### config.mk
export PLATFORM = sky130hd
export DESIGN_NAME = bracket_balance_checker_unit
export DESIGN_NICKNAME = d
export VERILOG_FILES = /design/src/design/bbc_pkg.sv /design/src/design/bbc_stack.sv /design/src/design/bbc_scan.sv /design/src/design/bracket_balance_checker_unit.sv
export SDC_FILE = /design/constraint.sdc
export NUM_CORES = 1
export LEC_CHECK = 0
export BUFFER_PORTS_ARGS = -buffer_cell sky130_fd_sc_hd__buf_4
export CAP_MARGIN = 40
export CORE_MARGIN = 4
export CORE_UTILIZATION = 40
export CTS_BUF_LIST = sky130_fd_sc_hd__clkbuf_2
export DETAILED_ROUTE_END_ITERATION = 16
export HOLD_SLACK_MARGIN = 0.12
export REMOVE_ABC_BUFFERS = 1
export SLEW_MARGIN = 20
export SYNTH_ARGS = -nofsm -noshare
export SYNTH_HDL_FRONTEND = slang
export SYNTH_SLANG_ARGS = --single-unit
### constraint.sdc
create_clock -name clk -period 23.3 [get_ports clk]
set_input_delay 2.33 -clock clk [delete_from_list [all_inputs] [get_ports clk]]
set_output_delay 2.33 -clock clk [all_outputs]
set_load 0.005 [all_outputs]
### src/design/bbc_pkg.sv
// ----------------------------------------------------------------------------
// bbc_pkg
// Shared types, character codes, stack symbols and error codes for the
// bracket balance checker.
// ----------------------------------------------------------------------------
`default_nettype none

package bbc_pkg;

    // stack geometry
    localparam int STACK_DEPTH = 256;
    localparam int LVL_W       = $clog2(STACK_DEPTH + 1);
    localparam int IDX_W       = $clog2(STACK_DEPTH);

    localparam logic [LVL_W-1:0] LVL_ZERO = '0;
    localparam logic [LVL_W-1:0] LVL_ONE  = LVL_W'(1);
    localparam logic [LVL_W-1:0] LVL_TWO  = LVL_W'(2);
    localparam logic [LVL_W-1:0] LVL_FULL = LVL_W'(STACK_DEPTH);

    // line counter
    localparam logic [15:0] LINE_FIRST = 16'd1;
    localparam logic [15:0] LINE_MAX   = 16'hFFFF;

    // character codes
    localparam logic [7:0] CH_LF       = 8'h0A;
    localparam logic [7:0] CH_QUOTE    = 8'h22;
    localparam logic [7:0] CH_APOS     = 8'h27;
    localparam logic [7:0] CH_LPAREN   = 8'h28;
    localparam logic [7:0] CH_RPAREN   = 8'h29;
    localparam logic [7:0] CH_STAR     = 8'h2A;
    localparam logic [7:0] CH_SLASH    = 8'h2F;
    localparam logic [7:0] CH_LSQUARE  = 8'h5B;
    localparam logic [7:0] CH_BSLASH   = 8'h5C;
    localparam logic [7:0] CH_RSQUARE  = 8'h5D;
    localparam logic [7:0] CH_LBRACE   = 8'h7B;
    localparam logic [7:0] CH_RBRACE   = 8'h7D;

    // stack symbols
    typedef enum logic [2:0] {
        SYM_NONE   = 3'd0,
        SYM_BRACE  = 3'd1,
        SYM_PAREN  = 3'd2,
        SYM_SQUARE = 3'd3,
        SYM_APOS   = 3'd4,
        SYM_QUOTE  = 3'd5,
        SYM_BSLASH = 3'd6
    } sym_t;

    // sticky error codes
    typedef enum logic [3:0] {
        ERR_NONE         = 4'd0,
        ERR_UNCLOSED     = 4'd1,
        ERR_MISS_BRACE   = 4'd2,
        ERR_MISS_PAREN   = 4'd3,
        ERR_MISS_SQUARE  = 4'd4,
        ERR_WRONG_BRACE  = 4'd5,
        ERR_WRONG_PAREN  = 4'd6,
        ERR_WRONG_SQUARE = 4'd7,
        ERR_OVERFLOW     = 4'd8
    } err_t;

    // expected closer codes
    typedef enum logic [1:0] {
        CLOSE_NONE   = 2'd0,
        CLOSE_BRACE  = 2'd1,
        CLOSE_PAREN  = 2'd2,
        CLOSE_SQUARE = 2'd3
    } close_t;

    // input and result words
    typedef struct packed {
        logic [7:0] char_byte;
        logic       end_of_text;
    } in_t;

    typedef struct packed {
        logic [3:0]  fault_code;
        logic [15:0] line_number;
        logic [1:0]  expected_close;
        logic        halted;
    } out_t;

    // stack request from the scanner
    typedef struct packed {
        logic push;
        logic pop;
        sym_t sym;
    } stack_op_t;

    // stack status toward the scanner
    typedef struct packed {
        logic empty;
        logic full;
        sym_t top;
        sym_t after;
    } stack_stat_t;

    // closer expected by a stack symbol
    function automatic close_t close_of(input sym_t s);
        close_t c;
        case (s)
            SYM_BRACE:  c = CLOSE_BRACE;
            SYM_PAREN:  c = CLOSE_PAREN;
            SYM_SQUARE: c = CLOSE_SQUARE;
            default:    c = CLOSE_NONE;
        endcase
        return c;
    endfunction

endpackage

`default_nettype wire

### src/design/bbc_stack.sv
// ----------------------------------------------------------------------------
// bbc_stack
// Symbol stack: top entry in a register, the entries below it in a memory.
// The entry under the top is prefetched each cycle so a pop is ready at once.
// ----------------------------------------------------------------------------
`default_nettype none

module bbc_stack (
    input  wire logic                clk,
    input  wire logic                rst_n,
    input  wire bbc_pkg::stack_op_t  op,
    output bbc_pkg::stack_stat_t     stat
);

    logic [bbc_pkg::LVL_W-1:0] level_reg;
    logic [bbc_pkg::LVL_W-1:0] level_next;
    bbc_pkg::sym_t             top_reg;
    bbc_pkg::sym_t             top_next;
    bbc_pkg::sym_t             below_reg;
    logic [bbc_pkg::LVL_W-1:0] wr_lvl;
    logic [bbc_pkg::LVL_W-1:0] rd_lvl;
    logic [bbc_pkg::IDX_W-1:0] wr_addr;
    logic [bbc_pkg::IDX_W-1:0] rd_addr;
    logic                      wr_en;

    bbc_pkg::sym_t mem [bbc_pkg::STACK_DEPTH];

    // next level and top
    always_comb
    begin
        level_next = level_reg;
        top_next   = top_reg;
        if (op.push)
        begin
            level_next = level_reg + bbc_pkg::LVL_ONE;
            top_next   = op.sym;
        end
        else if (op.pop)
        begin
            level_next = level_reg - bbc_pkg::LVL_ONE;
            top_next   = below_reg;
        end
    end

    // old top spills into memory on push, entry under new top is read back
    always_comb
    begin
        wr_lvl  = level_reg - bbc_pkg::LVL_ONE;
        rd_lvl  = level_next - bbc_pkg::LVL_TWO;
        wr_addr = wr_lvl[bbc_pkg::IDX_W-1:0];
        rd_addr = rd_lvl[bbc_pkg::IDX_W-1:0];
        wr_en   = op.push && (level_reg != bbc_pkg::LVL_ZERO);
    end

    // stack memory
    always_ff @(posedge clk)
    begin
        if (wr_en)
        begin
            mem[wr_addr] <= top_reg;
        end
        if (op.push)
        begin
            below_reg <= top_reg;
        end
        else
        begin
            below_reg <= mem[rd_addr];
        end
    end

    // level and top registers
    always_ff @(posedge clk or negedge rst_n)
    begin
        if (!rst_n)
        begin
            level_reg <= bbc_pkg::LVL_ZERO;
            top_reg   <= bbc_pkg::SYM_NONE;
        end
        else
        begin
            level_reg <= level_next;
            top_reg   <= top_next;
        end
    end

    // status toward the scanner
    always_comb
    begin
        stat.empty = (level_reg == bbc_pkg::LVL_ZERO);
        stat.full  = (level_reg == bbc_pkg::LVL_FULL);
        stat.top   = stat.empty ? bbc_pkg::SYM_NONE : top_reg;
        if (op.push)
        begin
            stat.after = op.sym;
        end
        else if (op.pop)
        begin
            stat.after = (level_reg == bbc_pkg::LVL_ONE) ? bbc_pkg::SYM_NONE : below_reg;
        end
        else
        begin
            stat.after = stat.top;
        end
    end

endmodule

`default_nettype wire

### src/design/bbc_scan.sv
// ----------------------------------------------------------------------------
// bbc_scan
// Per-byte scanner: comment and quote tracking, bracket matching, line
// counting and the sticky error. Builds the result word for each step.
// ----------------------------------------------------------------------------
`default_nettype none

module bbc_scan (
    input  wire logic                  clk,
    input  wire logic                  rst_n,
    input  wire logic                  step,
    input  wire bbc_pkg::in_t          item,
    input  wire bbc_pkg::stack_stat_t  stat,
    output bbc_pkg::stack_op_t         op,
    output bbc_pkg::out_t              result
);

    logic          in_block_reg;
    logic          in_block_next;
    logic          star_reg;
    logic          star_next;
    logic          slash_reg;
    logic          slash_next;
    logic          skip_reg;
    logic          skip_next;
    logic [15:0]   line_reg;
    logic [15:0]   line_next;
    bbc_pkg::err_t err_reg;
    bbc_pkg::err_t err_next;
    logic          push_req;
    logic          pop_req;
    bbc_pkg::sym_t push_sym;
    logic          is_mark;
    bbc_pkg::sym_t mark_sym;
    logic [7:0]    c;

    assign c = item.char_byte;

    // quote marks and backslash
    always_comb
    begin
        case (c)
            bbc_pkg::CH_APOS:
            begin
                is_mark  = 1'b1;
                mark_sym = bbc_pkg::SYM_APOS;
            end
            bbc_pkg::CH_QUOTE:
            begin
                is_mark  = 1'b1;
                mark_sym = bbc_pkg::SYM_QUOTE;
            end
            bbc_pkg::CH_BSLASH:
            begin
                is_mark  = 1'b1;
                mark_sym = bbc_pkg::SYM_BSLASH;
            end
            default:
            begin
                is_mark  = 1'b0;
                mark_sym = bbc_pkg::SYM_NONE;
            end
        endcase
    end

    // next state for one byte
    always_comb
    begin
        push_req      = 1'b0;
        pop_req       = 1'b0;
        push_sym      = bbc_pkg::SYM_NONE;
        in_block_next = in_block_reg;
        star_next     = star_reg;
        slash_next    = slash_reg;
        skip_next     = skip_reg;
        line_next     = line_reg;
        err_next      = err_reg;
        if (step && (err_reg == bbc_pkg::ERR_NONE))
        begin
            if (item.end_of_text)
            begin
                if (!stat.empty)
                begin
                    err_next = bbc_pkg::ERR_UNCLOSED;
                end
            end
            else
            begin
                if (in_block_reg)
                begin
                    // block comment: look for star then slash
                    if (star_reg && (c == bbc_pkg::CH_SLASH))
                    begin
                        in_block_next = 1'b0;
                        star_next     = 1'b0;
                    end
                    else
                    begin
                        star_next = (c == bbc_pkg::CH_STAR);
                    end
                end
                else if (!skip_reg)
                begin
                    slash_next = 1'b0;
                    if (is_mark)
                    begin
                        if ((stat.top == mark_sym) || (stat.top == bbc_pkg::SYM_BSLASH))
                        begin
                            pop_req = 1'b1;
                        end
                        else
                        begin
                            push_req = 1'b1;
                            push_sym = mark_sym;
                        end
                    end
                    else if (stat.top == bbc_pkg::SYM_BSLASH)
                    begin
                        // escaped byte
                        pop_req = 1'b1;
                    end
                    else if ((stat.top != bbc_pkg::SYM_APOS) &&
                             (stat.top != bbc_pkg::SYM_QUOTE))
                    begin
                        case (c)
                            bbc_pkg::CH_SLASH:
                            begin
                                if (slash_reg)
                                begin
                                    skip_next = 1'b1;
                                end
                                else
                                begin
                                    slash_next = 1'b1;
                                end
                            end
                            bbc_pkg::CH_STAR:
                            begin
                                if (slash_reg)
                                begin
                                    in_block_next = 1'b1;
                                    star_next     = 1'b0;
                                end
                            end
                            bbc_pkg::CH_LBRACE:
                            begin
                                push_req = 1'b1;
                                push_sym = bbc_pkg::SYM_BRACE;
                            end
                            bbc_pkg::CH_LPAREN:
                            begin
                                push_req = 1'b1;
                                push_sym = bbc_pkg::SYM_PAREN;
                            end
                            bbc_pkg::CH_LSQUARE:
                            begin
                                push_req = 1'b1;
                                push_sym = bbc_pkg::SYM_SQUARE;
                            end
                            bbc_pkg::CH_RBRACE:
                            begin
                                if (stat.top == bbc_pkg::SYM_BRACE)
                                begin
                                    pop_req = 1'b1;
                                end
                                else if (stat.empty)
                                begin
                                    err_next = bbc_pkg::ERR_MISS_BRACE;
                                end
                                else
                                begin
                                    err_next = bbc_pkg::ERR_WRONG_BRACE;
                                end
                            end
                            bbc_pkg::CH_RPAREN:
                            begin
                                if (stat.top == bbc_pkg::SYM_PAREN)
                                begin
                                    pop_req = 1'b1;
                                end
                                else if (stat.empty)
                                begin
                                    err_next = bbc_pkg::ERR_MISS_PAREN;
                                end
                                else
                                begin
                                    err_next = bbc_pkg::ERR_WRONG_PAREN;
                                end
                            end
                            bbc_pkg::CH_RSQUARE:
                            begin
                                if (stat.top == bbc_pkg::SYM_SQUARE)
                                begin
                                    pop_req = 1'b1;
                                end
                                else if (stat.empty)
                                begin
                                    err_next = bbc_pkg::ERR_MISS_SQUARE;
                                end
                                else
                                begin
                                    err_next = bbc_pkg::ERR_WRONG_SQUARE;
                                end
                            end
                            default:
                            begin
                                push_req = 1'b0;
                            end
                        endcase
                    end
                end
                // push onto a full stack
                if (push_req && stat.full)
                begin
                    err_next = bbc_pkg::ERR_OVERFLOW;
                end
                // newline ends a line comment and counts
                if ((err_next == bbc_pkg::ERR_NONE) && (c == bbc_pkg::CH_LF))
                begin
                    skip_next = 1'b0;
                    if (line_reg != bbc_pkg::LINE_MAX)
                    begin
                        line_next = line_reg + 16'd1;
                    end
                end
            end
        end
    end

    // stack request
    always_comb
    begin
        op.push = push_req && !stat.full;
        op.pop  = pop_req;
        op.sym  = push_sym;
    end

    // result word after this byte
    always_comb
    begin
        result.fault_code     = err_next;
        result.line_number    = line_next;
        result.expected_close = bbc_pkg::close_of(stat.after);
        result.halted         = (err_next != bbc_pkg::ERR_NONE);
    end

    // scanner state
    always_ff @(posedge clk or negedge rst_n)
    begin
        if (!rst_n)
        begin
            in_block_reg <= 1'b0;
            star_reg     <= 1'b0;
            slash_reg    <= 1'b0;
            skip_reg     <= 1'b0;
            line_reg     <= bbc_pkg::LINE_FIRST;
            err_reg      <= bbc_pkg::ERR_NONE;
        end
        else
        begin
            in_block_reg <= in_block_next;
            star_reg     <= star_next;
            slash_reg    <= slash_next;
            skip_reg     <= skip_next;
            line_reg     <= line_next;
            err_reg      <= err_next;
        end
    end

endmodule

`default_nettype wire

### src/design/bracket_balance_checker_unit.sv
// Path: a result becomes valid once its accepted text word has passed the
// input register and then the result register.
// Throughput: one text word per cycle while results are taken; the stack top
// is in a register and the entry beneath it is prefetched from memory each cycle.
// Reset: stack empty, flags clear, line count 1, no error; stack memory is
// not cleared and words are accepted right after reset.
// ----------------------------------------------------------------------------
// bracket_balance_checker_unit
// Streams source text bytes and checks bracket balance, skipping comments
// and quoted text; reports the first error, line count and expected closer.
// ----------------------------------------------------------------------------
`default_nettype none

module bracket_balance_checker_unit (
    input  wire logic          clk,
    input  wire logic          rst_n,
    input  wire logic          text_valid,
    output logic               text_ready,
    input  wire bbc_pkg::in_t  text_word,
    output logic               result_valid,
    input  wire logic          result_ready,
    output bbc_pkg::out_t      result_word
);

    logic                 stage_valid_reg;
    logic                 stage_valid_next;
    bbc_pkg::in_t         stage_word_reg;
    logic                 result_valid_reg;
    logic                 result_valid_next;
    bbc_pkg::out_t        result_word_reg;
    logic                 advance;
    logic                 text_accept;
    bbc_pkg::stack_op_t   op;
    bbc_pkg::stack_stat_t stat;
    bbc_pkg::out_t        result;

    // handshake control
    always_comb
    begin
        advance           = stage_valid_reg && (!result_valid_reg || result_ready);
        text_ready        = !stage_valid_reg || advance;
        text_accept       = text_valid && text_ready;
        stage_valid_next  = text_accept ? 1'b1 : (advance ? 1'b0 : stage_valid_reg);
        result_valid_next = advance ? 1'b1 : (result_ready ? 1'b0 : result_valid_reg);
    end

    // scanner
    bbc_scan u_scan (
        .clk    (clk),
        .rst_n  (rst_n),
        .step   (advance),
        .item   (stage_word_reg),
        .stat   (stat),
        .op     (op),
        .result (result)
    );

    // symbol stack
    bbc_stack u_stack (
        .clk   (clk),
        .rst_n (rst_n),
        .op    (op),
        .stat  (stat)
    );

    // valid flags
    always_ff @(posedge clk or negedge rst_n)
    begin
        if (!rst_n)
        begin
            stage_valid_reg  <= 1'b0;
            result_valid_reg <= 1'b0;
        end
        else
        begin
            stage_valid_reg  <= stage_valid_next;
            result_valid_reg <= result_valid_next;
        end
    end

    // input and result words
    always_ff @(posedge clk)
    begin
        if (text_accept)
        begin
            stage_word_reg <= text_word;
        end
        if (advance)
        begin
            result_word_reg <= result;
        end
    end

    assign result_valid = result_valid_reg;
    assign result_word  = result_word_reg;

endmodule

`default_nettype wire

# Yosys cells after proc, flatten, opt, wreduce, memory -nomap -nowiden

Memory sizes are Yosys's and may differ from the RTL's.
Cells that the tools add are included.

$add $sub $neg: 4
$mul: 0
Divide/modulo/power cells: 0
Order comparisons: 0
Equality and inequality tests: 29
Shifts and indexed selects: 0
Mux-type cells: 100
Bitwise gates (word level): 3
Reduce and logical (&&, ||, !) cells: 32

Operators by type and width:

| operator                                                              | number |
|---|---|
| 16-bit two-way mux                                                    | 4 |
| 1-bit two-way mux                                                     | 57 |
| 4-bit two-way mux                                                     | 14 |
| 3-bit two-way mux                                                     | 17 |
| 8-bit by 6-bit equality test with 1-bit output, second input constant | 6 |
| 8-bit by 7-bit equality test with 1-bit output, second input constant | 5 |
| 9-bit two-way mux                                                     | 2 |
| 16-bit by 1-bit adder with 16-bit output, second input constant       | 1 |
| 16-bit inequality test, second input constant                         | 1 |
| 3-bit by 2-bit equality test with 1-bit output, second input constant | 4 |
| 2-bit one-hot mux with 3 select lines                                 | 2 |
| 4-bit one-hot mux with 3 select lines                                 | 1 |
| 2-bit nonzero test                                                    | 6 |
| 9-bit by 1-bit adder with 9-bit output, second input constant         | 1 |
| 9-bit by 1-bit equality test with 1-bit output, second input constant | 1 |
| 9-bit equality test, second input constant                            | 1 |
| 1-bit logical AND                                                     | 9 |
| 9-bit logical NOT                                                     | 1 |
| 3-bit one-hot mux with 3 select lines                                 | 1 |
| 9-bit nonzero test                                                    | 1 |
| 9-bit by 1-bit subtractor with 9-bit output, second input constant    | 1 |
| 8-bit by 4-bit equality test with 1-bit output, second input constant | 1 |
| 4-bit logical NOT                                                     | 2 |
| 8-bit AND reduction                                                   | 1 |
| other kinds (17)                                                      | 28 |

Register bits: 73
Latch bits: 0
Memory bits (writable): 768
Memory bits (read-only): 0
Bits of input ports: 13
Word-level logic and storage cells: 186
Memories: 1

Memory list:

| name        | words | bits a word | rd ports | clocked after Yosys merged registers in | write ports | RTL line        | text |
|---|---|---|---|---|---|---|---|
| u_stack.mem | 256   | 3           | 1        | 0                                       | 1           | bbc_stack.sv:26 | `bbc_pkg::sym_t mem [bbc_pkg::STACK_DEPTH];` |

# Longest topological paths before layout

Gate-level depths: netlist (run 1).

Depth in word-level cells: 20
Depth in mapped cells: 28
Depth with buffers taken out: 19

# Cells and area by module

A second synthesis (run 1) with hierarchy kept.

Cells, all modules: 2,744
Area, all modules: 35,880.7 µm²

By module, submodules not included:

| module                       | instances | cells an instance | area an instance (µm²) | sequential area each (µm²) |
|---|---|---|---|---|
| bbc_stack                    | 1         | 2,509             | 33,108.0               | 23,422.5 |
| bbc_scan                     | 1         | 195               | 1,707.9                | 601.8 |
| bracket_balance_checker_unit | 1         | 40                | 1,064.8                | 1,011.0 |

# Worst setup path after synthesis (run 1)

Ideal clock, no wire load.

Path type: flip-flop to flip-flop
Start: reg u_stack.top_reg[2]
End: reg u_stack.below_reg[2]
Arrival time: 8.363 ns
Required time: 23.174 ns
Slack: 14.811 ns
Stages on the path, launching flop included: 24
Path buffers: 10
Cell sequence: dfrtp_1 a21boi_2 a211o_1 nor3_2 or4_1 and3_1 buf_2 buf_2 clkbuf_1 buf_2 buf_1 ha_1 clkbuf_1 xnor3_1 buf_2 clkbuf_1 clkbuf_1 buf_1 nand3_1 nand3_1 nand4_1 o211ai_1 nor4bb_1 nor2_1

Cells in the longest elaborated chain, start to end: 17
Elaborated cells on any way between the ends: 38
Those cells by class: add/sub (1); eq/ne (7); mux (26); reduce/logical (3); memory (1)

Ends and longest elaborated chain:

| what                                                                       | RTL line        | text |
|---|---|---|
| start: declaration                                                         | bbc_stack.sv:17 | `bbc_pkg::sym_t top_reg;` |
| start signal: assignment                                                   | bbc_stack.sv:78 | `top_reg <= bbc_pkg::SYM_NONE;` |
| start signal: assignment                                                   | bbc_stack.sv:83 | `top_reg <= top_next;` |
| parallel branches: the longest is 16 deep, another holds 9-bit two-way mux | -               |  |
| 3-bit two-way mux *                                                        | bbc_stack.sv:62 | `if (op.push)` |
| end signal: assignment                                                     | bbc_stack.sv:64 | `below_reg <= top_reg;` |
| end signal: assignment                                                     | bbc_stack.sv:68 | `below_reg <= mem[rd_addr];` |
| end: declaration                                                           | bbc_stack.sv:19 | `bbc_pkg::sym_t below_reg;` |

Mark *: on every way between the ends. The select of a mux whose other input is x is not followed.
A chain may end at the register's enable or synchronous reset.

# Final worst setup path (run 1)

Start: reg u_stack.level_reg[0] (netlist name)
End: reg u_stack.below_reg[1]

Cells in the longest elaborated chain, start to end: 18
Elaborated cells on any way between the ends: 43
Those cells by class: add/sub (3); eq/ne (8); mux (26); reduce/logical (5); memory (1)

Ends and longest elaborated chain:

| what                                                                       | RTL line        | text |
|---|---|---|
| start: declaration                                                         | bbc_stack.sv:15 | `logic [bbc_pkg::LVL_W-1:0] level_reg;` |
| start signal: assignment                                                   | bbc_stack.sv:77 | `level_reg <= bbc_pkg::LVL_ZERO;` |
| start signal: assignment                                                   | bbc_stack.sv:82 | `level_reg <= level_next;` |
| parallel branches: the longest is 17 deep, another holds 9-bit logical NOT | -               |  |
| 3-bit two-way mux *                                                        | bbc_stack.sv:62 |  |

Marked as above.

==> results of run 1 <==
stage by stage:
stage	TNS, ns	util [%]	cell area (sq um)
floorplan	-1.52	-	34900
global placement	0	41.9	37100
detailed placement	0	42.5	37600
CTS	0	44.5	39400
global route	0	44.6	39500
finish	0	44.6	39500
metal layers:
| metal | GRT usage [%] | wire, um | up-vias |
|---|---|---|---|
| met5 | 0 | 0 | - |
| met4 | 8.24 | 3270 | 0 |
| met3 | 4.33 | 8650 | 226 |
| met2 | 33.8 | 47100 | 1241 |
| met1 | 28.9 | 42100 | 12367 |
| li1 | - | - | 11014 |
cells in the final DEF, fill, tap and decap left out, drive strengths merged, types with 30 or more instances in the layout:
master  netlist  routed
and3         35      35
nand3       354     354
nor2        316     316
nand2       664     664
clkbuf       94     296
clkinv        0      47
mux2i        89      89
a21oi        31      31
o21ai        30      30
dfrtp        37      37
a31oi        39      39
nand4        38      38
buf          95      98
edfxtp      800     800
critical path, stage by stage (launching register included):
cell       delay, ns
dfrtp_1         0.56
inv_1           0.23
ha_1            0.43
nor4b_2         0.44
and2_1          0.50
nor4_1          0.18
o31ai_1         0.51
or4_1           0.19
and3_4          0.76
ha_1            0.48
xnor3_4         0.77
buf_12          0.30
buf_4           0.34
a21oi_1         0.24
a22oi_1         0.11
mux4_2          0.47
nor2_1          0.25
o21ai_0         0.21
a2111oi_0       0.43
buf_1           0.23
a21oi_1         0.06
report_power, final:
| group | total (W) | internal (W) | switching [W] | leakage, nW |
|---|---|---|---|---|
| clock network | 0.000957 | 0.000366 | 0.000591 | 1.38 |
| registers | 0.00163 | 0.00163 | 0.00000244 | 8.18 |
| logic | 0.0000118 | 0.00000543 | 0.00000637 | 4.56 |
| total | 0.00260 | 0.00200 | 0.000599 | 14.1 |
cells by family (layout without fill, tap and decap cells):
| kind of cell | count (synthesis) | count (layout) |
|---|---|---|
| flip-flops | 841 | 841 |
| XOR/XNOR | 32 | 32 |
| AO/OA/AOI/OAI | 225 | 225 |
| multiplexers | 101 | 101 |
| adder cells (fa/ha/maj) | 8 | 8 |
| buffers and inverters | 207 | 467 |
| AND/OR/NAND/NOR | 1501 | 1501 |
| other | 0 | 5 |
path summary, 6_finish.rpt:
kind,slack (ns),from,to,cells after the start
worst min-delay path,0.47,u_scan.star_reg$_DFFE_PN0P_,u_scan.in_block_reg$_DFFE_PN0P_,1
worst max register to register,15.40,u_stack.level_reg[0]$_DFF_PN0_,u_stack.below_reg[1]$_DFF_P_,20
max in group asynchronous,21.94,rst_n,u_stack.top_reg[1]$_DFFE_PN0P_,1
min in group asynchronous,0.89,rst_n,u_scan.line_reg[11]$_DFF_PN0_,1
worst min register to register,0.47,u_scan.star_reg$_DFFE_PN0P_,u_scan.in_block_reg$_DFFE_PN0P_,1
worst max-delay path,15.40,u_stack.level_reg[0]$_DFF_PN0_,u_stack.below_reg[1]$_DFF_P_,20
cell type report:
class                   instances  area share [%]
flip-flops and latches        841            63.5
multi-input cells            1867            25.1
clock buffers                 295            3.74
well taps                    1165            3.69
repair buffers                 99            2.93
clock inverters                55           0.837
inverters                      18           0.193
diodes                          5          0.0317
==> impl_metrics.json, run 1 <==
{
  "status": "completed",
  "dp_slack_ns": 14.95,
  "wl_um": 101000,
  "drive_above_1_share_pct": 15.0,
  "synth_area_per_cell_sq_um": 12.3,
  "cts.sinks": 841,
  "synthMuxAreaShare_pct": 3.15,
  "slew_violations": 0,
  "ys_seq_area_share_pct": 70.0,
  "yosys_warnings": 0,
  "numPortBuffers": 37,
  "hold_ws_ns": 0.472,
  "clkLatencyLatePin_ns": 1.46,
  "crit_required_ns": 24.53,
  "cts_setup_buffers": 0,
  "setup_viol": 0,
  "cts_buffers": 205,
  "io_pins": 38,
  "skew_ns": 0.131,
  "antenna_left": 0,
  "netlist_top_cells_count": "800 x edfxtp_1, 664 x nand2_1, 354 x nand3_1",
  "die_h_um": 307,
  "yosysMostFrequentCell": "edfxtp_1",
  "grt_pass1_vias": 24747,
  "synth_compound_area_share_pct": 4.65,
  "syn2layout_area_growth_pct": 10.3,
  "routed_via_density": 5.72,
  "synth_edf_count": 800,
  "cp-start-kind": "register",
  "drc": 0,
  "synth_fa_ha_area_share_pct": 0.280,
  "rsz0062_at_grt": "false",
  "track_usage_pct": 21.3,
  "period_share_pct": 33.9,
  "synthTopCellsByArea": "edfxtp_1 67%, nand2_1 7.0%, nand3_1 5.0%, nor2_1 3.3%, dfrtp_1 2.6%",
  "dp.cells": 3987,
  "fmax_mhz": 127,
  "crit_fanout": 52,
  "grt_max_degree": 232,
  "hp-class": "register to register",
  "synth.top_cell.area_share_pct": 67.2,
  "core_sq_um": 88500,
  "synth_seq_cells": 841,
  "postCtsHoldBufs": 0,
  "rows": 109,
  "syn_inst": 2915,
  "p_leak_nw": 14.1,
  "ys.flop_type": "edfxtp_1",
  "synth-xor-area-share_pct": 0.924,
  "drtIter0Drc": 2821,
  "multi_input_area_sq_um": 9900,
  "async_reset_ff_share_pct": 4.52,
  "relSlewSlack_pct": 32.6,
  "syn_area_sq_um": 35800,
  "p_per_area_nw_per_um2": 65.9,
  "die_w_um": 307,
  "synth_cell_types": 86,
  "fillCellCount": 8039,
  "vias": 24848,
  "start_util_pct": 40.4,
  "cts_tree": "done",
  "total_power_w": 0.00260,
  "wl_per_cell_um": 23.3,
  "antenna_found_initial": 2,
  "setup_ws_ns": 15.40,
  "synth_top_family_by_area": "simple AND/OR/NAND/NOR gates",
  "min_period_ns": 7.90,
  "max-cap-violations": 0,
  "final_cells": 4345,
  "seqCellArea_sq_um": 25000,
  "peakVddDrop_mv": 0.0286,
  "nets": 3053,
  "clockBufferDepth": 3,
  "largest_reg_flops": 768,
  "cp.arrival_ns": 9.13,
  "grt_pass1_wl_um": 152000,
  "place_congestion": 0.890,
  "yosys.area_share.simple_pct": 18.5,
  "yosysTopAreaCell": "edfxtp_1",
  "root_buffer": "clkbuf_2",
  "grt-ovfl-total": 0,
  "ctsResizeCount": 0,
  "endpoint_kind": "register",
  "critPathKind": "register to register",
  "die-area_sq_um": 94300,
  "first_pass_iters": 6,
  "hpwl_um": 58500,
  "htreeDepth": 4,
  "tightest_slew_ns": 1.01,
  "finalHoldViolCount": 0,
  "clkTransAtPathRegs_ns": 0.11
}
Note: power is estimated with default switching activity, not from simulation.
==> run 2: changes to the inputs <==
Clock period 23.3 ns to 6.83 ns, I/O delays scaled along.
==> run 2 against run 1 <==
Against the previous run: worst setup slack got worse by 15 ns; sequential share of layout area is 0.84 points lower; routed wire length grew 0.41%; fmax increased by 21%; worst hold slack lost 0.097 ns; power increased to 3.5 times the previous value; clock skew hardly changed; critical endpoint is now u_stack.below_reg[0]$_DFF_P_; global-route usage increased by 0.14 points; sequential cell count stayed put; via count is 0.45% higher; first-iteration DRC count increased by 0.25%; clock power grew to 3.5 times the previous value.
==> impl_metrics.json, run 2 (synthesis results as in run 1) <==
{
  "status": "completed",
  "endpoint_kind": "register",
  "first_pass_iters": 6,
  "antenna_left": 0,
  "clkLatencyLatePin_ns": 1.47,
  "antenna_found_initial": 3,
  "cpMostUsedCell": "a21oi_1",
  "die-area_sq_um": 94300,
  "drc": 0,
  "cts.sinks": 841,
  "rows": 109,
  "htreeDepth": 4,
  "hold_ws_ns": 0.374,
  "clkTransAtPathRegs_ns": 0.12,
  "die_h_um": 307,
  "skew_ns": 0.131,
  "io_pins": 38,
  "worst-path-stages": 21,
  "layout_commonest_cell": "edfxtp_1",
  "cp.arrival_ns": 7.87,
  "setup_viol": 0,
  "critPathKind": "register to register",
  "routed_via_density": 5.65,
  "p_leak_nw": 14.4,
  "critical_path.cell_chain": "inv_1 -> ha_1 -> nor4b_4 -> a21boi_2 -> a211oi_1 -> buf_4 -> nand3_1 -> and4_1 -> o21ai_0 -> nand2_1 -> ha_1 -> xnor3_4 -> buf_12 -> nand2_1 -> nand3_1 -> a311oi_1 -> a311oi_1 -> a21oi_1 -> a21oi_1 -> a2111oi_0 -> a21oi_1",
  "rsz0062_at_grt": "false",
  "core_sq_um": 88500,
  "numPortBuffers": 37,
  "final_util_pct": 45.2,
  "vias": 24961,
  "drive_above_1_share_pct": 15.8,
  "fillCellCount": 8126,
  "worst-path-buf-inv": 3,
  "crit_required_ns": 8.17,
  "clockBufferDepth": 3,
  "hpwl_um": 60200,
  "grt_pass1_vias": 24744,
  "die_w_um": 307,
  "grt-ovfl-total": 0,
  "cp-start-kind": "register",
  "hp-class": "primary input to register",
  "start_util_pct": 40.4,
  "crit_fanout": 49,
  "wl_um": 102000,
  "grt_max_degree": 230,
  "max-cap-violations": 0,
  "hold_path_depth": 3,
  "grt_pass1_wl_um": 153000,
  "p_per_area_nw_per_um2": 225,
  "layout_common_cells": "800 x edfxtp_1, 648 x nand2_1, 354 x nand3_1",
  "tightest_slew_ns": 1.05,
  "relSlewSlack_pct": 30.2,
  "cts_tree": "done",
  "r2r_cells": 21,
  "nets": 3106,
  "max_stage_delay_ns": 0.66,
  "fmax_mhz": 153,
  "largest_reg_flops": 768,
  "crit_family": "compound AO/OA/AOI/OAI gates",
  "root_buffer": "clkbuf_2",
  "finalHoldViolCount": 0,
  "cpMaxStageDelayCell": "xnor3_4",
  "place_congestion": 0.860,
  "period_share_pct": 95.6,
  "track_usage_pct": 21.4,
  "cts_setup_buffers": 0,
  "syn2layout_area_growth_pct": 11.8,
  "drtIter0Drc": 2828,
  "peakVddDrop_mv": 0.108,
  "total_power_w": 0.00899,
  "cts_buffers": 206,
  "slew_violations": 0,
  "wl_per_cell_um": 23.0,
  "min_period_ns": 6.53
}
[run 2: cell count changes in the layout (fill, tap and decap cells not counted), sizes merged]
cell	delta
clkbuf	+1
clkinvlp	+1
clkinv	+15
buf	+27
inv	+2
bufinv	+1
diode	-4
dlygate4sd3	+26
[run 2: final cells by class]
| class | count | area (sq um) | area share [%] |
|---|---|---|---|
| multi-input cells | 1867 | 9910 | 24.8 |
| inverters | 18 | 76.3 | 0.191 |
| repair buffers | 151 | 1580 | 3.96 |
| clock inverters | 74 | 423 | 1.06 |
| well taps | 1165 | 1460 | 3.65 |
| flip-flops and latches | 841 | 25000 | 62.6 |
| clock buffers | 297 | 1490 | 3.72 |
| diodes | 1 | 2.50 | 0.00626 |
[run 2: worst paths after layout]
path / startpoint / endpoint / slack [ns]
worst max-delay path: u_stack.level_reg[1]$_DFF_PN0_ / u_stack.below_reg[0]$_DFF_P_ / 0.30
max in group asynchronous: rst_n / u_stack.level_reg[2]$_DFF_PN0_ / 5.78
min in group asynchronous: rst_n / u_scan.line_reg[11]$_DFF_PN0_ / 0.77
worst min register to register: u_stack.below_reg[2]$_DFF_P_ / u_stack.top_reg[2]$_DFFE_PN0P_ / 0.46
worst max register to register: u_stack.level_reg[1]$_DFF_PN0_ / u_stack.below_reg[0]$_DFF_P_ / 0.30
worst min-delay path: text_valid / stage_word_reg[3]$_DFFE_PP_ / 0.37
[run 2: timing repair]
| item | 4_1_cts | 5_1_grt |
|---|---|---|
| endpoints found under the hold margin | 92 | 0 |
| hold buffers | 27 | 0 |
| gates resized for setup | 0 | 2 |
| endpoints found under the setup margin | 0 | 3 |
[run 2: report_power, final]
| part | switching [W] | total, W | internal (W) |
|---|---|---|---|
| Sequential | 0.00000823 | 0.00557 | 0.00557 |
| Clock | 0.00206 | 0.00337 | 0.00131 |
| Combinational | 0.0000239 | 0.0000536 | 0.0000297 |
[run 2: per-layer routing]
metal  track usage [%]  wire (um)  vias up
met4              8.03       2810        2
met2              33.8      47500     1304
met5                 0         13        -
met1              29.1      41600    12344
li1                  -          -    11114
met3              4.86       9710      197
[run 2: worst min-delay path, stage by stage]
cell,delay [ns]
dlygate4sd3_1,0.54
buf_4,0.14
and2_1,0.27
[run 2: metrics by stage]
stage / cells / instance area [sq um] / setup WS [ns] / setup TNS, ns
after floorplan: 2726 / 34900 / -17.04 / -67.88
after detailed placement: 4014 / 37800 / 0.370 / 0
after CTS: 4412 / 39900 / 0.303 / 0
after global routing: 4414 / 40000 / 0.0560 / 0
final: 4414 / 40000 / 0.299 / 0
after global placement: 4000 / 37500 / 0.637 / 0
